### config.mk
export PLATFORM = sky130hd
export DESIGN_NAME = cnavg_fifo
export DESIGN_NICKNAME = d
export VERILOG_FILES = /design/src/cnavg_fifo.sv
export SDC_FILE = /design/constraint.sdc
export NUM_CORES = 1
export LEC_CHECK = 0
export BUFFER_PORTS_ARGS = -buffer_cell sky130_fd_sc_hd__buf_2
export CAP_MARGIN = 5
export CORE_ASPECT_RATIO = 1.4
export CORE_MARGIN = 2
export CORE_UTILIZATION = 55
export DETAILED_ROUTE_END_ITERATION = 7
export PLACE_DENSITY = 0.77
export SLEW_MARGIN = 20
export SYNTH_ARGS = -nofsm -noshare
export SYNTH_HDL_FRONTEND = slang
export SYNTH_SLANG_ARGS = --single-unit
### constraint.sdc
create_clock -name aclk -period 7.4 [get_ports aclk]
set_clock_uncertainty 0.1 [all_clocks]
set_input_delay 1.48 -clock aclk [delete_from_list [all_inputs] [get_ports aclk]]
set_output_delay 1.48 -clock aclk [all_outputs]
set_load 0.01 [all_outputs]
### src/cnavg_fifo.sv
// cnavg_fifo: small register queue between the front and back parts
// depends on nothing but its parameters

module cnavg_fifo #(
    parameter int WIDTH = 64,
    parameter int DEPTH = 4
) (
    input  logic                       aclk,
    input  logic                       aresetn,
    input  logic                       wr_en,
    input  logic [WIDTH-1:0]           wr_data,
    input  logic                       rd_en,
    output logic [WIDTH-1:0]           rd_data,
    output logic                       empty,
    output logic [$clog2(DEPTH):0]     count
);

    localparam int PW = $clog2(DEPTH);

    logic [WIDTH-1:0] mem_reg [DEPTH];
    logic [PW-1:0]    wr_ptr_reg;
    logic [PW-1:0]    rd_ptr_reg;
    logic [PW:0]      count_reg;

    always_ff @(posedge aclk) begin
        if (wr_en) begin
            mem_reg[wr_ptr_reg] <= wr_data;
        end
    end

    always_ff @(posedge aclk) begin
        if (!aresetn) begin
            wr_ptr_reg <= '0;
            rd_ptr_reg <= '0;
            count_reg  <= '0;
        end else begin
            if (wr_en) begin
                wr_ptr_reg <= wr_ptr_reg + PW'(1);
            end
            if (rd_en) begin
                rd_ptr_reg <= rd_ptr_reg + PW'(1);
            end
            if (wr_en && !rd_en) begin
                count_reg <= count_reg + (PW+1)'(1);
            end else if (!wr_en && rd_en) begin
                count_reg <= count_reg - (PW+1)'(1);
            end
        end
    end

    assign rd_data = mem_reg[rd_ptr_reg];
    assign empty   = (count_reg == '0);
    assign count   = count_reg;

endmodule

==> results.txt, run 1 <==
Most used flip-flop cell after synthesis: edfxtp_1
Final setup fails: 0
Portion of total power attributed to combinational logic: 9.0%
Fraction of final layout cells sized beyond drive strength 1: 42.75%
Number of clock buffers inserted by TritonCTS: 24
Drt wl/cell: 21.09 um
Part of the cycle the worst path needs: 58.64%
Initial DRC Count: 266
Endpoint kind of the worst setup timing path: output pin
Post-CTS Setup Bufs: 0
Global Route met1 Usage: 21.82%
Number of placement rows: 57
Number of hold buffers added after CTS: 0
Pwr dens: 283.7 nW/um^2
Clk network pwr share: 36.1%
Net switching power: 664.5 uW
Number of iterations in the first detailed-routing pass: 4
CTS sink count: 265
Mapped Cells: 376
VDD IR-drop max: 0.2181 mV
Mapped Avg Cell Area: 25.93 sq um
Critical setup path kind: flop to output pin
Antenna violations before repair: 2
Die Area: 18820 sq um
Pins Over Slew Limit: 0
Final WL: 16.34 mm
RSZ-0062 raised after global routing: no
Sum Neg Setup Slack: 0 ns
DRC: 0
Max transition margin: 33.46%
Cells along the critical path: buf_4 -> mux4_1 -> buf_2
Top Usage Layer GRT: met2
Cell with the biggest individual delay on the critical path: dfxtp_4
Multi-input gate area in the final layout: 1709 sq um
NumNets Final: 598
Layout overhead on the synthesized area: 16.08%
Post-synthesis instance area: 9748 sq um
Syn_nets: 450
Die height: 161.5 um
Max H-tree Level: 1
Placed cells: 734
Fraction of registers with async set/reset: 0%
Resize count post-CTS: 0
Buffers plus inverters on the worst setup path: 2
Die width: 116.5 um
Initial core utilization: 56.25%
Post-route non-filler standard cell count: 775
Warning count from the yosys run: 0
Met3 GRT Util: 4.090%
Number of distinct library cells after synthesis: 21
Max capacitance violation total: 0
CORE AREA: 17330 sq um
Insertion delay of the later-clocked pin in the worst-skew pair: 0.50 ns
Antenna viol nets, final: 0
Number of vias per cell after detailed routing: 5.539
PortBufs: 135
First-pass GRT wire length: 25.56 mm
Overflow left after global routing: 0
Critical Path Source Type: flop
Number of register bits inferred by synthesis: 265
Arrival @ worst endpoint: 2.76 ns
Net Sw Frac: 20.70%
Required time worst endpoint: 5.82 ns
Sequential share of power: 55.0%
Status: completed
Internal: 2545 uW
Global routing usage summed across all routing layers: 18.06%
Pin count of the biggest net entering global routing: 65
Ports: 136
Global placement routability congestion: 0.7643
Largest register FFs: 256
Total count of hold-check failures in the final report: 0
Peak per-stage delay on the critical path: 0.73 ns
Via Count: 4293
Filler Cell Count: 1154
Register area: 7875 sq um
Vias in the first global route: 4867
TritonCTS clock tree: done
Standby leakage power: 0.003820 uW
HPWL after detailed placement: 9.220 mm
Hold WC Path Type: flop to flop
Fraction of met2 tracks used by global routing: 32.19%
Number of flops mapped to enable cells by yosys: 256
Min cycle time layout: 4.339 ns
Buffer cell driving the clock tree root: clkbuf_16
Worst slew pin tran: 0.9981 ns
Critical path peak fanout: 35
Clock-pin slew reported for the worst setup and hold paths after clock tree synthesis: 0.06 ns
Timing-limited maximum frequency: 0.2304 GHz
Maximum clock insertion buffer count: 3
Part of the Yosys area used for sequential elements: 80.71%
Largest delay share family, worst path: buffers and inverters
## layer usage
layer  up-vias  routed length [um]
met5         -                  13
met1      2233                6111
met2       133                8915
met4         2                 366
met3        32                 936
li1       1893                   -
## power groups by stage
stage | Combinational [uW] | Clock, uW | Sequential [uW]
global placement | 286 | 0 | 1790
detailed placement | 292 | 0 | 1800
global route | 312 | 1240 | 1770
finish | 288 | 1160 | 1760
floorplan | 201 | 0 | 1770
CTS | 294 | 1180 | 1770
## synthesized netlist by cell type, drive strengths merged (2+ instances only)
master	n	area, sq um
mux2i	2	20.02
buf	13	161.4
mux4	64	1456
ha	5	62.56
nor2b	2	12.51
xor2	3	26.28
edfxtp	256	7687
xnor2	2	17.52
inv	4	15.01
and2	9	56.30
dfxtp	9	180.2
## kinds of logic (layout without fill, tap and decap cells)
kind of cell / Yosys count / in the layout / share of synthesized area [%]
DFF: 265 / 265 / 80.71
muxes: 66 / 66 / 15.15
buffers and inverters: 18 / 180 / 1.861
and+or+nand+nor: 14 / 14 / 0.8599
adders and majority gates: 6 / 6 / 0.8471
xor gates and xnor gates: 5 / 5 / 0.4493
AOI/OAI and AO/OA: 2 / 2 / 0.1283
other: 0 / 1 / 0
## through the flow
step	hold WS, ns	util [%]	worst slack (ns)	area (sq um)	total power, uW
5_1_grt	0.4739	65.28	2.823	11310	3323
2_1_floorplan	0.4207	-	3.885	9748	1973
3_5_place_dp	0.4429	61.04	3.464	10580	2090
3_3_place_gp	0.3917	61.04	3.490	10580	2077
4_1_cts	0.4520	65.28	2.919	11310	3245
6_report	0.4607	65.29	3.061	11320	3210
## cells in the final DEF, fill, tap and decap left out, types with 3 or more instances in the layout
| cell type | synthesis | routed |
|---|---|---|
| mux4_1 | 4 | 4 |
| mux4_2 | 60 | 60 |
| buf_2 | 6 | 135 |
| inv_1 | 4 | 4 |
| xor2_1 | 3 | 3 |
| ha_1 | 5 | 5 |
| edfxtp_1 | 256 | 256 |
| clkinv_1 | 0 | 6 |
| dfxtp_1 | 9 | 7 |
| clkbuf_16 | 0 | 25 |
| clkbuf_1 | 0 | 6 |
| and2_1 | 9 | 5 |
| and2_4 | 0 | 4 |
## worst paths after layout
check                                   start        endpoint  slack [ns]  depth (start not counted)
worst min register to register  wr_ptr_reg[1]   wr_ptr_reg[1]        0.46                          2
worst max-delay path                     flop     rd_data[63]        3.06                          3
worst max register to register  wr_ptr_reg[0]  mem_reg[0][47]        5.48                          3
worst min-delay path            wr_ptr_reg[1]   wr_ptr_reg[1]        0.46                          2
## worst register-to-register path, delay by kind of cell, from the launching register on
kind,cells,cell delay (ns)
fa+ha+maj,1,0.15
flops,1,0.35
buf+inv,1,0.10
simple gates,1,0.80
## cell type report
type	count	share of cell area, %
Sequential cell	265	69.59
Inverter	4	0.1327
Clock inverter	9	0.7740
Timing Repair Buffer	136	6.037
Antenna cell	1	0.02211
Clock buffer	31	5.728
Tap cell	236	2.609
Multi-Input combinational cell	93	15.10
No activity file was read; power rests on OpenSTA's default activity.
==> run 2: changes to the inputs <==
- CORE_UTILIZATION: 55 -> 51
- PLACE_DENSITY: 0.77 -> 0.75
- clock period: 7.4 -> 3.6 ns (I/O delays scaled with it)
==> run 2 against run 1 <==
  * Register-to-register slack lost 3.8 ns
  * Core utilization shrank 4.3 points
  * Clock power grew 110%
  * Routed wire length grew 3.5%
  * Die area grew 7.6%
  * Critical endpoint is now rd_data[25]
==> results.txt, run 2 (same netlist as run 1, synthesis figures left out) <==
Via Count: 4336
Setup slack, reg-to-reg: 1.67 ns
PortBufs: 135
Number of hold buffers added after CTS: 0
Sum Neg Setup Slack: 0 ns
Critical setup path kind: flop to output pin
Total length of routed met2 wires: 9.514 mm
CORE AREA: 18680 sq um
Buffer cell driving the clock tree root: clkbuf_16
Most common cell after layout, fill and taps aside: edfxtp_1
Worst slew pin tran: 0.9980 ns
Standby leakage power: 0.003863 uW
Overflow left after global routing: 0
Antenna viol nets, final: 0
Buffers plus inverters on the worst setup path: 2
Layout overhead on the synthesized area: 16.88%
RSZ-0062 raised after global routing: no
Peak per-stage delay on the critical path: 0.60 ns
Final std cell area, no fill: 11390 sq um
Timing-limited maximum frequency: 0.3296 GHz
Antenna violations before repair: 6
Pins Over Slew Limit: 0
Placed standard-cell area: 10610 sq um
Endpoint kind of the worst setup timing path: output pin
Register area: 7875 sq um
Required time worst endpoint: 2.78 ns
Number of vias per cell after detailed routing: 5.482
Initial core utilization: 52.19%
Hold WC Path Type: input pin to flop
DRC: 0
Insertion delay of the later-clocked pin in the worst-skew pair: 0.52 ns
Part of the cycle the worst path needs: 84.28%
Cell with the biggest individual delay on the critical path: dfxtp_4
Arrival @ worst endpoint: 2.21 ns
Commonest non-fill, non-tap cells in the layout: edfxtp_1, buf_2, mux4_2
Pwr dens: 588.0 nW/um^2
Post-CTS Setup Bufs: 0
Drt wl/cell: 21.39 um
Multi-input gate area in the final layout: 1709 sq um
Die width: 120.8 um
Clock-pin slew reported for the worst setup and hold paths after clock tree synthesis: 0.06 ns
Total count of hold-check failures in the final report: 0
Number of iterations in the first detailed-routing pass: 6
Number of placement rows: 59
Resize count post-CTS: 0
Maximum clock insertion buffer count: 3
HPWL after detailed placement: 9.829 mm
Critical path peak fanout: 19
First-pass GRT wire length: 26.22 mm
Final setup fails: 0
Global routing usage summed across all routing layers: 17.09%
Largest delay share family, worst path: flip-flops
VDD IR-drop max: 0.4220 mV
Min cycle time layout: 3.034 ns
Die Area: 20250 sq um
Initial DRC Count: 363
Ports: 136
Largest register FFs: 256
Met1 Wirelength: 6.184 mm
Cells along the critical path: buf_4 -> mux4_2 -> buf_2
Filler Cell Count: 1298
Pin count of the biggest net entering global routing: 65
Status: completed
Max capacitance violation total: 0
Global placement routability congestion: 0.7253
CTS sink count: 265
NumNets Final: 600
Fraction of final layout cells sized beyond drive strength 1: 44.57%
Final WL: 16.92 mm
Max H-tree Level: 1
Max transition margin: 33.47%
Met3 WL: 829 um
Vias in the first global route: 4797
Uppermost layer routed: met5
Number of clock buffers inserted by TritonCTS: 25
Die height: 167.6 um
Critical Path Source Type: flop
TritonCTS clock tree: done
-- run 2: metrics by stage --
step	total power [uW]	cells	worst slack, ns	util [%]	hold WS (ns)
after floorplan	4056	376	0.8449	-	0.4207
after global placement	4281	743	1.066	56.80	0.3858
after detailed placement	4307	743	1.043	56.80	0.4036
after CTS	6768	787	0.5043	60.95	0.2901
after global routing	6934	791	0.4413	61.00	0.2925
final	6699	791	0.5661	61.00	0.3099
-- run 2: final cells by class --
class,instances,share of cell area [%]
antenna,4,0.08785
multi-input combinational,93,15.00
timing repair buffer,137,6.172
clock inverter,17,1.252
sequential,265,69.12
inverter,4,0.1318
clock buffer,27,5.557
tap,244,2.680
-- run 2: power by group --
part | switching, uW | internal [uW] | total, uW | leakage, uW
clock network | 1060 | 1420 | 2470 | 0.000391
registers | 74.9 | 3540 | 3620 | 0.00243
logic | 313 | 296 | 608 | 0.00104
total | 1450 | 5250 | 6700 | 0.00386
-- run 2: metal layers --
metal	vias to the layer above	global-route usage [%]
met3	29	3.372
met4	2	6.320
met2	126	30.70
li1	1904	-
met1	2275	20.18
met5	-	0
-- run 2: worst paths after layout --
kind | from | end | cells past startpoint
worst max-delay path | flop | rd_data[25] | 3
worst min-delay path | wr_data[11] | mem_reg[0][11] | 1
worst max register to register | wr_ptr_reg[0] | mem_reg[2][2] | 3
worst min register to register | count[2] | count[2] | 2
==> run 3: changes to the inputs <==
- clock period: 3.6 -> 2.45 ns (I/O delays scaled with it)
==> run 3 against run 2 <==
  * The run now ends with negative setup slack left
  * Sequential power increased by 46%
  * Cell count up 2.8%
  * Routed wire length grew 11%
  * Clock power increased by 54%
  * Core utilization is 3.8 points higher
  * Hold slack worse by 0.21 ns
  * Clock-buffer cell count is 1 higher
  * Power grew 54%
  * Setup slack worse by 0.60 ns
  * Register-to-register slack worse by 0.97 ns
  * Combinational power rose by 100%
==> results.txt, run 3 (same netlist as run 1, synthesis figures left out) <==
Layout overhead on the synthesized area: 24.11%
Arrival @ worst endpoint: 1.89 ns
Most common cell after layout, fill and taps aside: edfxtp_1
First-pass GRT wire length: 28.20 mm
Number of vias per cell after detailed routing: 5.502
Clock-pin slew reported for the worst setup and hold paths after clock tree synthesis: 0.06 ns
Timing-limited maximum frequency: 0.4031 GHz
Register area: 7875 sq um
Status: complete, but fails checks
DRC: 0
Worst slew pin tran: 0.4025 ns
Global placement routability congestion: 0.7418
Largest delay share family, worst path: multiplexers
Cells along the critical path: buf_4 -> clkbuf_16 -> mux4_2 -> buf_6
Number of clock buffers inserted by TritonCTS: 24
Worst setup slack after layout: -0.03071 ns
Total count of hold-check failures in the final report: 0
Insertion delay of the later-clocked pin in the worst-skew pair: 0.50 ns
Sum Neg Setup Slack: -0.5308 ns
Pins Over Slew Limit: 0
Number of hold buffers added after CTS: 0
Max capacitance violation total: 0
Min cycle time layout: 2.481 ns
Worst-case hold slack: 0.09662 ns
Initial DRC Count: 247
Final WL: 18.73 mm
Critical Path Source Type: flop
Critical setup path kind: flop to output pin
Die width: 120.8 um
Initial core utilization: 52.19%
Buffers plus inverters on the worst setup path: 3
Cell with the biggest individual delay on the critical path: mux4_2
Maximum clock insertion buffer count: 3
Failing checks: negative setup slack
RSZ-0062 raised after global routing: yes
Final setup fails: 43
Die height: 167.6 um
Setup slack at placement: 0.1900 ns
NumNets Final: 625
Vias in the first global route: 4824
Overall power of the completed layout: 10310 uW
Fraction of final layout cells sized beyond drive strength 1: 47.27%
Max H-tree Level: 1
Global routing usage summed across all routing layers: 18.49%
Peak per-stage delay on the critical path: 0.53 ns
Number of iterations in the first detailed-routing pass: 6
Commonest non-fill, non-tap cells in the layout: edfxtp_1, buf_2, mux4_2
Ports: 136
Filler Cell Count: 1241
Pwr dens: 852.4 nW/um^2
Via Count: 4473
Hold WC Path Type: input pin to flop
CORE AREA: 18680 sq um
Endpoint kind of the worst setup timing path: output pin
Multi-input gate area in the final layout: 1694 sq um
Part of the cycle the worst path needs: 101.3%
Largest register FFs: 256
PortBufs: 135
Die Area: 20250 sq um
CTS sink count: 265
Antenna viol nets, final: 0
Max transition margin: 73.17%
Final std cell area, no fill: 12100 sq um
Required time worst endpoint: 1.86 ns
TritonCTS clock tree: done
Overflow left after global routing: 0
Antenna violations before repair: 2
Standby leakage power: 0.004150 uW
Placed standard-cell area: 10760 sq um
Buffer cell driving the clock tree root: clkbuf_16
Pin count of the biggest net entering global routing: 65
Critical path peak fanout: 8
HPWL after detailed placement: 10.69 mm
Drt wl/cell: 23.03 um
Number of placement rows: 59
VDD IR-drop max: 0.6219 mV
[run 3: cell count changes in the layout (fill, tap and decap cells not counted), sizes merged]
cell      previous run  this run
clkinvlp             0         2
inv                  5         4
clkinv              14         8
buf                137       161
bufbuf               0         1
clkbuf              27        29
diode                4         2
bufinv               2         4
[run 3: where the power goes]
part,switching [uW],internal (uW),total [uW]
registers,67.3,5200,5270
logic,577,667,1240
clock network,1530,2270,3800
[run 3: metal layers]
layer  share of wire [%]  GRT usage (%)  routed length [um]
met2                  55          32.66               10340
met3                 4.5          3.304                 837
met4                 1.5          5.308                 281
met5                   0              0                   0
met1                  39          23.40                7265
[run 3: metrics by stage]
| step | utilization, % | instances |
|---|---|---|
| floorplan | - | 376 |
| global placement | 57.60 | 753 |
| global route | 64.76 | 812 |
| detailed placement | 57.60 | 753 |
| CTS | 63.52 | 808 |
| finish | 64.78 | 813 |
[run 3: layout make-up]
| class | count | share of cell area (%) |
|---|---|---|
| clock inverters | 14 | 1.407 |
| multi-input cells | 93 | 14.00 |
| repair buffers | 163 | 11.54 |
| well taps | 244 | 2.524 |
| clock buffers | 28 | 5.264 |
| inverters | 4 | 0.1241 |
| flip-flops and latches | 265 | 65.09 |
| diodes | 2 | 0.04137 |
[run 3: repair_timing]
action	CTS	global route
cloned	5	1
setup endpoints to repair	64	57
resized for setup	24	31
buffers inserted	8	2
[run 3: path summary, 6_finish.rpt]
check | from | to | slack [ns] | depth (start not counted)
worst min-delay path | wr_data[13] | mem_reg[1][13] | 0.1 | 1
worst min register to register | wr_ptr_reg[1] | wr_ptr_reg[1] | 0.48 | 2
worst max register to register | count[0] | count[2] | 0.70 | 4
worst max-delay path | flop | rd_data[18] | -0.03 | 4
[run 3: worst reg2reg max path, delay by kind of cell, from the launching register on]
family | cells | cell delay, ns
adders and majority gates | 1 | 0.47
DFF | 1 | 0.37
and+or+nand+nor | 1 | 0.30
AOI/OAI and AO/OA | 1 | 0.23
xor gates and xnor gates | 1 | 0.18
