<file path="config.mk">
export PLATFORM = sky130hd
export DESIGN_NAME = cnavg_back
export DESIGN_NICKNAME = d
export VERILOG_FILES = /design/src/cnavg_pkg.sv /design/src/cnavg_back.sv
export SDC_FILE = /design/constraint.sdc
export NUM_CORES = 1
export LEC_CHECK = 0
export BUFFER_PORTS_ARGS = -buffer_cell sky130_fd_sc_hd__buf_2
export CORE_MARGIN = 1.5
export CORE_UTILIZATION = 51
export DETAILED_ROUTE_END_ITERATION = 12
export PLACE_DENSITY = 0.77
export REMOVE_ABC_BUFFERS = 1
export SETUP_SLACK_MARGIN = 0.02
export SYNTH_ARGS = -nofsm -noshare
export SYNTH_HDL_FRONTEND = slang
export SYNTH_SLANG_ARGS = --single-unit
</file>
<file path="constraint.sdc">
create_clock -name aclk -period 6.8 [get_ports aclk]
set_clock_uncertainty 0.05 [all_clocks]
set_input_delay 0.34 -clock aclk [delete_from_list [all_inputs] [get_ports aclk]]
set_output_delay 0.34 -clock aclk [all_outputs]
set_load 0.1 [all_outputs]
</file>
<file path="src/cnavg_pkg.sv">
// cnavg_pkg: shared types and constants for the cell-to-node averaging block
// no dependencies; imported by every module under src but cnavg_fifo

package cnavg_pkg;

    localparam int COORD_W   = 11;   // node coordinate width
    localparam int CFG_W     = 11;   // widest configuration register
    localparam int CFG_IDX_W = 2;    // configuration register index width
    localparam int MAX_ROWS  = 1024; // largest usable row count
    localparam int ROW_W     = 10;   // row counter width, holds MAX_ROWS-1
    localparam int SLOT_N    = 8;    // most nodes one cell can complete

    // configuration register indexes
    typedef enum logic [CFG_IDX_W-1:0] {
        REG_COLS     = 2'd0,
        REG_ROWS     = 2'd1,
        REG_PERIODIC = 2'd2
    } cfg_reg_t;

    // emission slots of one cell, in output order
    typedef enum logic [2:0] {
        SLOT_ROW    = 3'd0,  // node (x, y)
        SLOT_SIDE_L = 3'd1,  // node (0, y), periodic side
        SLOT_SIDE_R = 3'd2,  // node (cols, y)
        SLOT_LOW_L  = 3'd3,  // node (0, 0), periodic corner
        SLOT_LOW_R  = 3'd4,  // node (cols, 0), periodic corner
        SLOT_TOP    = 3'd5,  // node (x, rows)
        SLOT_TOP_L  = 3'd6,  // node (0, rows), periodic corner
        SLOT_TOP_R  = 3'd7   // node (cols, rows)
    } slot_t;

    // control part of one queued cell request
    typedef struct packed {
        logic [COORD_W-1:0] x;
        logic [COORD_W-1:0] y;
        logic [COORD_W-1:0] nc;
        logic [COORD_W-1:0] nr;
        logic               per;
        logic [SLOT_N-1:0]  mask;
    } node_ctl_t;

endpackage

</file>
<file path="src/cnavg_back.sv">
// cnavg_back: walks the slot mask of each queued request and drives one
// node per cycle, while m_ready allows, through the output register; uses cnavg_pkg

module cnavg_back
    import cnavg_pkg::*;
#(
    parameter int VALUE_BITS = 32
) (
    input  logic                          aclk,
    input  logic                          aresetn,
    input  logic                          q_empty,
    output logic                          q_pop,
    input  node_ctl_t                     q_ctl,
    input  logic signed [VALUE_BITS-1:0]  q_row_val,
    input  logic signed [VALUE_BITS-1:0]  q_side_val,
    input  logic signed [VALUE_BITS-1:0]  q_top_val,
    input  logic signed [VALUE_BITS-1:0]  q_cur,
    input  logic signed [VALUE_BITS+1:0]  q_lo1,
    input  logic signed [VALUE_BITS+1:0]  q_lo2,
    input  logic signed [VALUE_BITS+1:0]  q_hi1,
    input  logic signed [VALUE_BITS+1:0]  q_hi2,
    output logic                          m_valid,
    input  logic                          m_ready,
    output logic [COORD_W-1:0]            m_node_col,
    output logic [COORD_W-1:0]            m_node_row,
    output logic signed [VALUE_BITS-1:0]  m_node_value,
    output logic                          m_run_end
);

    localparam int VW = VALUE_BITS;
    localparam int SW = VALUE_BITS + 2;

    node_ctl_t            ctl_reg;
    logic [SLOT_N-1:0]    mask_reg;
    logic [SLOT_N-1:0]    mask_next;
    logic [SLOT_N-1:0]    mask_after;
    logic signed [VW-1:0] row_val_reg;
    logic signed [VW-1:0] side_val_reg;
    logic signed [VW-1:0] top_val_reg;
    logic signed [VW-1:0] cur_reg;
    logic signed [SW-1:0] lo1_reg;
    logic signed [SW-1:0] lo2_reg;
    logic signed [SW-1:0] hi1_reg;
    logic signed [SW-1:0] hi2_reg;

    logic                 m_valid_reg;
    logic                 m_valid_next;
    logic [COORD_W-1:0]   m_col_reg;
    logic [COORD_W-1:0]   m_row_reg;
    logic signed [VW-1:0] m_value_reg;
    logic                 m_end_reg;

    slot_t                sel;
    logic                 out_free;
    logic                 emit;
    logic                 load;
    logic                 low_pick;
    logic signed [SW-1:0] ca;
    logic signed [SW-1:0] cb;
    logic signed [SW-1:0] csum;
    logic [COORD_W-1:0]   col_sel;
    logic [COORD_W-1:0]   row_sel;
    logic signed [VW-1:0] val_sel;

    // lowest pending slot goes first
    always_comb begin
        sel = SLOT_TOP_R;
        for (int i = SLOT_N - 1; i >= 0; i--) begin
            if (mask_reg[i]) begin
                sel = slot_t'(3'(i));
            end
        end
    end

    always_comb begin
        out_free   = !m_valid_reg || m_ready;
        emit       = out_free && (mask_reg != '0);
        mask_after = emit ? (mask_reg & ~(SLOT_N'(1) << sel)) : mask_reg;
        load       = (mask_after == '0) && !q_empty;
        q_pop      = load;
        mask_next  = load ? q_ctl.mask : mask_after;

        low_pick = (sel == SLOT_LOW_L) || (sel == SLOT_LOW_R);
        ca       = low_pick ? lo1_reg : hi1_reg;
        cb       = low_pick ? lo2_reg : hi2_reg;
        csum     = (ca + cb) >>> 1;

        unique case (sel) inside
            SLOT_ROW: begin
                col_sel = ctl_reg.x;
                row_sel = ctl_reg.y;
                val_sel = row_val_reg;
            end
            SLOT_SIDE_L: begin
                col_sel = '0;
                row_sel = ctl_reg.y;
                val_sel = side_val_reg;
            end
            SLOT_SIDE_R: begin
                col_sel = ctl_reg.nc;
                row_sel = ctl_reg.y;
                val_sel = side_val_reg;
            end
            SLOT_LOW_L, SLOT_LOW_R: begin
                col_sel = (sel == SLOT_LOW_L) ? '0 : ctl_reg.nc;
                row_sel = '0;
                val_sel = csum[VW-1:0];
            end
            SLOT_TOP: begin
                col_sel = ctl_reg.x;
                row_sel = ctl_reg.nr;
                val_sel = top_val_reg;
            end
            SLOT_TOP_L, SLOT_TOP_R: begin
                col_sel = (sel == SLOT_TOP_L) ? '0 : ctl_reg.nc;
                row_sel = ctl_reg.nr;
                val_sel = ctl_reg.per ? csum[VW-1:0] : cur_reg;
            end
            default: begin
                col_sel = ctl_reg.x;
                row_sel = ctl_reg.y;
                val_sel = row_val_reg;
            end
        endcase

        if (emit) begin
            m_valid_next = 1'b1;
        end else if (m_ready) begin
            m_valid_next = 1'b0;
        end else begin
            m_valid_next = m_valid_reg;
        end
    end

    always_ff @(posedge aclk) begin
        if (!aresetn) begin
            mask_reg    <= '0;
            m_valid_reg <= 1'b0;
        end else begin
            mask_reg    <= mask_next;
            m_valid_reg <= m_valid_next;
        end
    end

    always_ff @(posedge aclk) begin
        if (load) begin
            ctl_reg      <= q_ctl;
            row_val_reg  <= q_row_val;
            side_val_reg <= q_side_val;
            top_val_reg  <= q_top_val;
            cur_reg      <= q_cur;
            lo1_reg      <= q_lo1;
            lo2_reg      <= q_lo2;
            hi1_reg      <= q_hi1;
            hi2_reg      <= q_hi2;
        end
        if (emit) begin
            m_col_reg   <= col_sel;
            m_row_reg   <= row_sel;
            m_value_reg <= val_sel;
            m_end_reg   <= (mask_after == '0);
        end
    end

    assign m_valid      = m_valid_reg;
    assign m_node_col   = m_col_reg;
    assign m_node_row   = m_row_reg;
    assign m_node_value = m_value_reg;
    assign m_run_end    = m_end_reg;

endmodule

</file>
==> results of run 1 <==
==> layer usage <==
| metal | vias up | wire (µm) |
|---|---|---|
| met5 | - | 0 |
| met4 | 0 | 2520 |
| met3 | 187 | 4530 |
| met2 | 869 | 26000 |
| met1 | 6040 | 17000 |
| li1 | 5572 | - |
==> how the worst min path moves through the flow <==
| stage | cells past startpoint | from | end |
|---|---|---|---|
| 6_report | 3 | q_ctl[7] | mask_reg[7]$_SDFF_PN0_ |
| 5_1_grt | 3 | q_ctl[7] | mask_reg[7]$_SDFF_PN0_ |
| 4_1_cts | 3 | q_ctl[5] | mask_reg[5]$_SDFF_PN0_ |
| 3_5_place_dp | 1 | row_val_reg[17]$_DFFE_PP_ | m_node_value[17]$_DFFE_PP_ |
| 3_3_place_gp | 1 | row_val_reg[10]$_DFFE_PP_ | m_node_value[10]$_DFFE_PP_ |
| 2_1_floorplan | 0 | q_ctl[10] | ctl_reg[10]$_DFFE_PP_ |
==> layout by cell type (no fill, tap or decap), types with 14 or more instances in the layout <==
cell,instances
dlygate4sd3_1,305
clkbuf_16,42
ha_1,31
nand3_1,18
buf_4,15
a221o_1,15
a21oi_1,55
a21o_1,18
nand2_1,249
inv_1,14
a221oi_1,19
a22o_1,23
nor2_1,30
buf_2,373
o21ai_0,42
edfxtp_1,360
==> cells by family (layout without fill, tap and decap cells) <==
kind of cell             Yosys count  in the layout  share of synthesized area, %
flip-flops                       369            369                          71.9
AND/OR/NAND/NOR                  351            351                          9.72
AO/OA/AOI/OAI                    253            253                          12.0
buffers and inverters             71            782                          1.86
adder cells (fa/ha/maj)           33             33                          2.73
XOR/XNOR                          22             22                          1.26
multiplexers                       9              9                         0.589
other                              0              7                             0
==> power by group through the flow <==
stage               Clock, W  Combinational, W  Sequential, W
floorplan                  0           0.00163        0.00490
global placement           0           0.00512        0.00377
detailed placement         0           0.00523        0.00380
CTS                  0.00221           0.00541        0.00376
global route         0.00232           0.00587        0.00386
finish               0.00222           0.00555        0.00381
==> worst min-delay path: stages <==
cell	delay (ns)
buf_2	0.10
nand2_1	0.04
a21boi_0	0.07
==> stage by stage <==
step / TNS (ns) / power [W] / utilization, % / worst slack (ns)
after floorplan: -3750.04 / 0.00653 / - / -12.03
after global placement: 0 / 0.00889 / 59.6 / 1.55
after detailed placement: 0 / 0.00904 / 59.6 / 1.45
after CTS: 0 / 0.0114 / 74.4 / 1.40
after global routing: 0 / 0.0120 / 74.4 / 1.08
final: 0 / 0.0116 / 74.4 / 1.13
==> layout make-up <==
type	instances	area [µm²]	area share, %
timing repair buffer	695	5070	23.1
sequential	369	11000	50.0
tap	390	488	2.22
multi-input combinational	668	4050	18.4
antenna	7	17.5	0.0796
clock inverter	19	233	1.06
inverter	16	60.1	0.273
clock buffer	52	1090	4.95
==> results.toml, run 1 <==
[timing]
fin_crit_sh_pct = 83.3
drv_slew = 0
setup_violations = 0
rsz0062_at_grt = "false"
fin_crit_ns = 5.67
finalHoldViolations = 0
max_freq_mhz = 176
slew_headroom_pct = 25.2
whs_ns = 0.0348
tightest_slew_ns = 1.12

[critical_path]
path_cells = "or3_1, buf_4, or2_2, nand2_1, nand2_1, ha_1, nand2_1, nor4_1, o211ai_1, a2111o_1, a21oi_1, o31ai_1, and3_1, o21ai_0, a32oi_1"
path_buf_inv = 1
reg2reg_slack_ns = 1.13
critPathKind = "register to register"
start_kind = "register"
r2r_cells = 15
rr_endpoint = "m_node_value[29]$_DFFE_PP_"
endpoint = "m_node_value[29]$_DFFE_PP_"
cp_num_cells = 15
r2r_start = "mask_reg[2]$_SDFF_PN0_"
critical_path.startpoint = "mask_reg[2]$_SDFF_PN0_"
path_common_cell = "nand2_1"
cp_max_fo = 40
cp_top_family = "simple AND/OR/NAND/NOR gates"
critical_path_required_ns = 6.99
arrival_ns = 5.86
crit_path_top_delay_cell = "nor4_1"
cp-end-kind = "register"
max_stage_delay_ns = 0.89

[yosys]
ys_ff_latch = 369
synth.most_common_cell = "edfxtp_1"
yosys_warnings = 0
synthTopCellsByArea = "edfxtp_1 71%, nand2_1 6.1%, ha_1 2.5%"
yosysUniqueCellTypes = 72
synth_area_um2 = 15300
ys_dominant_reg_cell = "edfxtp_1"
synth_edf_count = 360
ys_seq_area_share_pct = 71.9
ys_async_sr_fraction_pct = 0
synthCells = 1108
synth_top_cell_area_share_pct = 70.7
synth_area_leader_cell = "edfxtp_1"
avgSynthCellArea_um2 = 13.8
yosys-top-cells-count = "360 x edfxtp_1, 249 x nand2_1, 55 x a21oi_1, 47 x clkbuf_1, 42 x o21ai_0"

[power]
ir_drop_mv = 0.335
p_sw_w = 0.00513
p_per_area_nw_per_um2 = 526
switching_share_pct = 44.3
p_comb_share_pct = 47.9
p_leak_nw = 8.99
internal_power_w = 0.00645
clockPowerShare_pct = 19.2
seqPwrFrac_pct = 32.9

[cts]
tritoncts = "yes"
cts-root-buf = "clkbuf_16"
clk_pin_slew_worst_paths_ns = 0.06
clock_path_buffers = 3
numCtsBuffers = 40
ctsHoldBuffers = 305
cts-resized-gates = 0
insertion_delay_ns = 0.54
cts.htree.levels = 2
cts_num_sinks = 369
post-cts-setup-buffers = 0

[floorplan]
start_util_pct = 51.7
row_count = 63
die_w_um = 176
core_um2 = 29600
pin_count = 378
chipHeight_um = 176
fp.dieArea_um2 = 31000

[place]
place_hpwl_mm = 27.2
dpl.cell_count = 1833
routabilityCongestion = 0.863
place_area_um2 = 17600
io_buffers = 373

[routing]
drt_iter0_drc = 1337
drtAntennaViolNets = 0
vias_per_cell = 5.72
wl_per_cell_um = 22.6
vias = 12668
dr.pass1.iters = 8
wirelength_mm = 50.0
drc = 0

[final_layout]
layout.nets = 2143
largest_register_ffs = 45
layoutNonFillerInstCount = 2216
area_growth_pct = 43.9
num-fill-cells = 1724
final_area_um2 = 22000
drive_above_1_share_pct = 25.6

[status]
status = "finished clean"

[global_routing]
grt_pass1_wl_mm = 73.4
grt_pass1_vias = 13280
track_usage_pct = 31.7
grt-ovfl-total = 0
use_met2_pct = 56.9
grt.met3_usage_pct = 6.80
antenna_found_initial = 7
grt_max_degree = 177
use_met1_pct = 34.9
grt.busiest_layer = "met2"

[run]
maxCapViolations = 0

[worst_hold_path]
hp-class = "primary input to register"
(Power assumes the default switching activity.)
==> inputs of run 2 (changes only) <==
--- a/config.mk
+++ b/config.mk
@@ -5,6 +5,7 @@
 export SDC_FILE = /design/constraint.sdc
 export NUM_CORES = 1
 export LEC_CHECK = 0
+export ABC_AREA = 1
 export BUFFER_PORTS_ARGS = -buffer_cell sky130_fd_sc_hd__buf_2
 export CORE_MARGIN = 1.5
 export CORE_UTILIZATION = 51
==> constraint.sdc (replaced) <==
create_clock -name aclk -period 5.7 [get_ports aclk]
set_clock_uncertainty 0.05 [all_clocks]
set_input_delay 0.285 -clock aclk [delete_from_list [all_inputs] [get_ports aclk]]
set_output_delay 0.285 -clock aclk [all_outputs]
set_load 0.1 [all_outputs]
==> run 2 against run 1 <==
Compared with the run above:
- core utilization down 0.47 points
- critical path depth increased by 6
- die area up 3.2%
- cell count up 12%
- setup slack lost 0.44 ns
- first-iteration DRC count rose by 11%
- synthesized cell count increased by 22%
- synthesized area grew 3.3%
- hold slack gained 0.042 ns
- fmax increased by 13%
- via count increased by 9.5%
- critical path type unchanged
==> results.toml, run 2 <==
[yosys]
ys_seq_area_share_pct = 69.6
synth_edf_count = 360
yosysUniqueCellTypes = 46
synthCells = 1348
synthTopCellsByArea = "edfxtp_1 68%, nand2_1 9.1%, ha_1 2.5%"
synth_top_cell_area_share_pct = 68.4
synth_area_leader_cell = "edfxtp_1"
synth.most_common_cell = "nand2_1"
ys_dominant_reg_cell = "edfxtp_1"
avgSynthCellArea_um2 = 11.7
ys_ff_latch = 369
yosys_warnings = 0
synth_area_um2 = 15800
yosys-top-cells-count = "383 x nand2_1, 360 x edfxtp_1, 99 x nor2_1, 87 x inv_1, 76 x o21ai_0"
ys_async_sr_fraction_pct = 0

[routing]
drt_iter0_drc = 1487
dr.pass1.iters = 6
drtAntennaViolNets = 0
vias_per_cell = 5.59
drc = 0
wl_per_cell_um = 21.5
vias = 13870
wirelength_mm = 53.3

[place]
place_hpwl_mm = 29.8
io_buffers = 373
routabilityCongestion = 0.941

[cts]
ctsHoldBuffers = 313
tritoncts = "yes"
cts.htree.levels = 2
cts-root-buf = "clkbuf_16"
clk_pin_slew_worst_paths_ns = 0.06
numCtsBuffers = 38
cts_num_sinks = 369
post-cts-setup-buffers = 0
cts-resized-gates = 0
clock_path_buffers = 3
insertion_delay_ns = 0.53

[timing]
rsz0062_at_grt = "false"
fin_crit_sh_pct = 87.9
tightest_slew_ns = 0.989
finalHoldViolations = 0
finalSetupTns_ns = 0
slew_headroom_pct = 33.9
fin_crit_ns = 5.01
setup_violations = 0
max_freq_mhz = 200
drv_slew = 0

[final_layout]
area_growth_pct = 42.8
final_cell_mix = "382 x nand2_1, 373 x buf_2, 360 x edfxtp_1"
num-fill-cells = 1825
final_common_cell = "nand2_1"
drive_above_1_share_pct = 23.0
layout.nets = 2405
largest_register_ffs = 45
post-route-util_pct = 74.0
multi_input_comb_area_um2 = 4290
regArea_um2 = 11000

[global_routing]
grt_pass1_wl_mm = 77.3
grt_max_degree = 63
grt-ovfl-total = 0
grt_pass1_vias = 14202
antenna_found_initial = 4
track_usage_pct = 32.7

[critical_path]
r2r_start = "mask_reg[0]$_SDFF_PN0_"
cp-end-kind = "register"
critical_path.startpoint = "mask_reg[0]$_SDFF_PN0_"
start_kind = "register"
critical_path_required_ns = 5.91
arrival_ns = 5.22
cp_max_fo = 31
critPathKind = "register to register"

[floorplan]
fp.dieArea_um2 = 32000
chipHeight_um = 179
row_count = 64
pin_count = 378
start_util_pct = 51.8
die_w_um = 179
core_um2 = 30500

[worst_hold_path]
hp-class = "primary input to register"
worstHoldStart = "aresetn"

[status]
status = "finished clean"

[run]
maxCapViolations = 0
[run 2: cell count changes in the layout (fill, tap and decap cells not counted), sizes merged, moves of 8 or more]
cell	change
a22o	-18
nand2	+146
o21ai	+36
a21o	-12
mux2i	-9
o22a	-9
dlygate4sd3	+8
a221o	-15
nor2	+73
a221oi	-13
nand3	+28
inv	+75
[run 2: worst paths after layout]
path	endpoint	slack, ns	depth (start not counted)
setup / recovery	m_node_value[31]$_DFFE_PP_	0.69	21
hold / removal	mask_reg[4]$_SDFF_PN0_	0.08	3
setup reg to reg	m_node_value[31]$_DFFE_PP_	0.69	21
hold reg to reg	mask_reg[6]$_SDFF_PN0_	0.48	2
[run 2: area by class of cell]
type	count	share of cell area, %
sequential	369	48.7
timing repair buffer	709	23.1
multi-input combinational	844	19.0
clock buffer	49	4.67
tap	396	2.20
inverter	90	1.50
clock inverter	18	0.743
antenna	8	0.0887
[run 2: per-stage QoR]
stage               worst slack [ns]  hold WS [ns]  area [µm²]  instances
finish                         0.688        0.0765       22600       2483
global route                   0.435        0.0778       22600       2479
CTS                            0.969        0.0631       22500       2475
detailed placement             0.997         0.413       18200       2095
global placement                1.14         0.412       18200       2095
floorplan                      -2.86         0.334       15600       1303
[run 2: worst max-delay path, stage by stage (launching register included)]
cell and delay (ns):
dfxtp_2 0.38, buf_4 0.43, inv_1 0.14, nand2_2 0.15, nand2_4 0.08, nand2_4 0.33
inv_2 0.29, buf_4 0.31, nand2_1 0.12, nand2_1 0.06, ha_1 0.33, inv_1 0.10
o21bai_1 0.17, a21oi_1 0.11, o21ai_0 0.54, a21oi_1 0.24, inv_1 0.13, nand3_1 0.16
nand3_1 0.13, nand2_1 0.13, a22oi_1 0.21, nand4_1 0.11
[run 2: kinds of logic after synthesis]
kind of cell | after synthesis | share of synthesized area (%)
buffers and inverters | 135 | 3.29
flip-flops | 369 | 69.6
AO/OA/AOI/OAI | 216 | 8.29
XOR/XNOR | 20 | 1.11
adder cells (fa/ha/maj) | 32 | 2.58
AND/OR/NAND/NOR | 576 | 15.2
[run 2: metal layers]
layer	global-route usage, %	wire [µm]
met5	0	0
met1	37.4	18800
met4	17.4	2900
met3	5.89	4420
met2	58.0	27100
Power of run 2 is left out: the tool's default activity adds up to more than one toggle a clock period on the data nets, which glitch-free logic cannot reach.
==> inputs of run 3 (changes only) <==
--- a/config.mk
+++ b/config.mk
@@ -8,9 +8,8 @@
 export ABC_AREA = 1
 export BUFFER_PORTS_ARGS = -buffer_cell sky130_fd_sc_hd__buf_2
 export CORE_MARGIN = 1.5
-export CORE_UTILIZATION = 51
+export CORE_UTILIZATION = 35
 export DETAILED_ROUTE_END_ITERATION = 12
-export PLACE_DENSITY = 0.77
 export REMOVE_ABC_BUFFERS = 1
 export SETUP_SLACK_MARGIN = 0.02
 export SYNTH_ARGS = -nofsm -noshare
==> run 3 against run 2 <==
Compared with the run above:
- critical path depth decreased by 1
- cell area increased by 0.64%
- non-clock buffer count decreased by 10
- fmax increased by 0.24%
- cell count increased by 7.2%
- critical path type unchanged
- critical endpoint is now m_node_value[29]$_DFFE_PP_
==> results.toml, run 3 (same netlist as run 2, synthesis figures left out) <==
[status]
status = "finished clean"

[cts]
clock_path_buffers = 3
ctsHoldBuffers = 313
insertion_delay_ns = 0.55
cts-root-buf = "clkbuf_16"
cts-resized-gates = 0
clk_pin_slew_worst_paths_ns = 0.06
numCtsBuffers = 40
cts_num_sinks = 369
post-cts-setup-buffers = 0
tritoncts = "yes"
cts.htree.levels = 2

[routing]
drtAntennaViolNets = 0
vias_per_cell = 4.86
wirelength_mm = 51.3
dr.pass1.iters = 5
vias = 12925
drc = 0
drt_iter0_drc = 936
wl_per_cell_um = 19.3

[worst_hold_path]
min_to = "m_valid$_SDFFE_PN0P_"
hold_depth = 4
worstHoldStart = "m_ready"
hp-class = "primary input to register"

[floorplan]
row_count = 77
pin_count = 378
fp.dieArea_um2 = 46400
start_util_pct = 35.6
core_um2 = 44400
die_w_um = 215
chipHeight_um = 215

[timing]
drv_slew = 0
tightest_slew_ns = 1.10
rsz0062_at_grt = "false"
max_freq_mhz = 200
slew_headroom_pct = 26.6
fin_crit_ns = 5.00
setup_violations = 0
finalSetupTns_ns = 0
fin_crit_sh_pct = 87.7
whs_ns = 0.0495
finalHoldViolations = 0

[critical_path]
arrival_ns = 5.24
critPathKind = "register to register"
cp-end-kind = "register"
rr_endpoint = "m_node_value[29]$_DFFE_PP_"
crit_path_top_delay_cell = "dfxtp_2"
r2r_cells = 20
start_kind = "register"
r2r_start = "mask_reg[0]$_SDFF_PN0_"
reg2reg_slack_ns = 0.70
max_stage_delay_ns = 0.65
path_buf_inv = 2
critical_path_required_ns = 5.94
path_common_cell = "nand2_1"
cp_top_family = "simple AND/OR/NAND/NOR gates"
path_cells = "nor2_8, nand2_4, nor2_8, nand2_4, nand2_4, inv_2, buf_4, nand2_1, nand2_1, ha_1, a21oi_1, o21ai_0, a21oi_1, nor2_1, a211oi_1, nand2_1, xor2_1, nand2_1, o211ai_1, nand4_1"
cp_max_fo = 37

[global_routing]
antenna_found_initial = 2
grt_pass1_wl_mm = 76.6
grt-ovfl-total = 0
track_usage_pct = 21.9
grt_pass1_vias = 13504
grt_max_degree = 141

[place]
place_hpwl_mm = 32.3
dpl.cell_count = 2281
routabilityCongestion = 0.916
io_buffers = 373

[final_layout]
layoutNonFillerInstCount = 2662
area_growth_pct = 43.7
final_cell_mix = "382 x nand2_1, 373 x buf_2, 360 x edfxtp_1"
drive_above_1_share_pct = 22.6
layout.nets = 2397
final_common_cell = "nand2_1"
largest_register_ffs = 45
num-fill-cells = 3812

[run]
maxCapViolations = 0
-- run 3: changes by cell type in the layout (fill, tap and decap cells not counted), sizes merged --
| cell | before | now |
|---|---|---|
| clkinv | 13 | 20 |
| inv | 90 | 87 |
| clkinvlp | 2 | 0 |
| diode | 8 | 2 |
| clkbuf | 49 | 46 |
| buf | 396 | 386 |
-- run 3: worst min-delay path, cell delays in order --
cell and delay (ns):
buf_2 0.08, nor2_1 0.06, inv_1 0.09, a21oi_1 0.07
-- run 3: stage by stage --
step                      area (µm²)  setup slack [ns]  utilization (%)
after floorplan                15600             -2.86                -
after detailed placement       18400             0.809             41.3
final                          22700             0.700             51.1
after CTS                      22700             0.774             51.1
after global routing           22700             0.359             51.1
after global placement         18400             0.851             41.3
-- run 3: final cells by class --
class,instances,area [µm²],share of cell area (%)
sequential,369,11000,48.4
timing repair buffer,699,5130,22.6
multi-input combinational,844,4290,18.9
clock buffer,46,1040,4.60
tap,592,741,3.26
inverter,90,339,1.49
clock inverter,20,164,0.722
antenna,2,5.00,0.0220
-- run 3: worst max-delay path by stage --
stage | startpoint | end | slack, ns | cells past startpoint
after CTS | mask_reg[0]$_SDFF_PN0_ | m_node_value[25]$_DFFE_PP_ | 0.77 | 20
after global placement | mask_reg[0]$_SDFF_PN0_ | m_node_value[29]$_DFFE_PP_ | 0.85 | 20
final | mask_reg[0]$_SDFF_PN0_ | m_node_value[29]$_DFFE_PP_ | 0.70 | 20
after global routing | mask_reg[0]$_SDFF_PN0_ | m_node_value[21]$_DFFE_PP_ | 0.36 | 21
after detailed placement | mask_reg[0]$_SDFF_PN0_ | m_node_value[29]$_DFFE_PP_ | 0.81 | 20
after floorplan | mask_reg[0]$_SDFF_PN0_ | ctl_reg[10]$_DFFE_PP_ | -2.86 | 12
-- run 3: layer usage --
metal / track usage, % / vias to the layer above / routed length (µm)
li1: - / 6127 / -
met1: 27.4 / 6133 / 21500
met2: 37.8 / 556 / 24900
met3: 3.59 / 109 / 3010
met4: 8.79 / 0 / 1780
met5: 0 / - / 0
Power of run 3 is left out for the same reason.
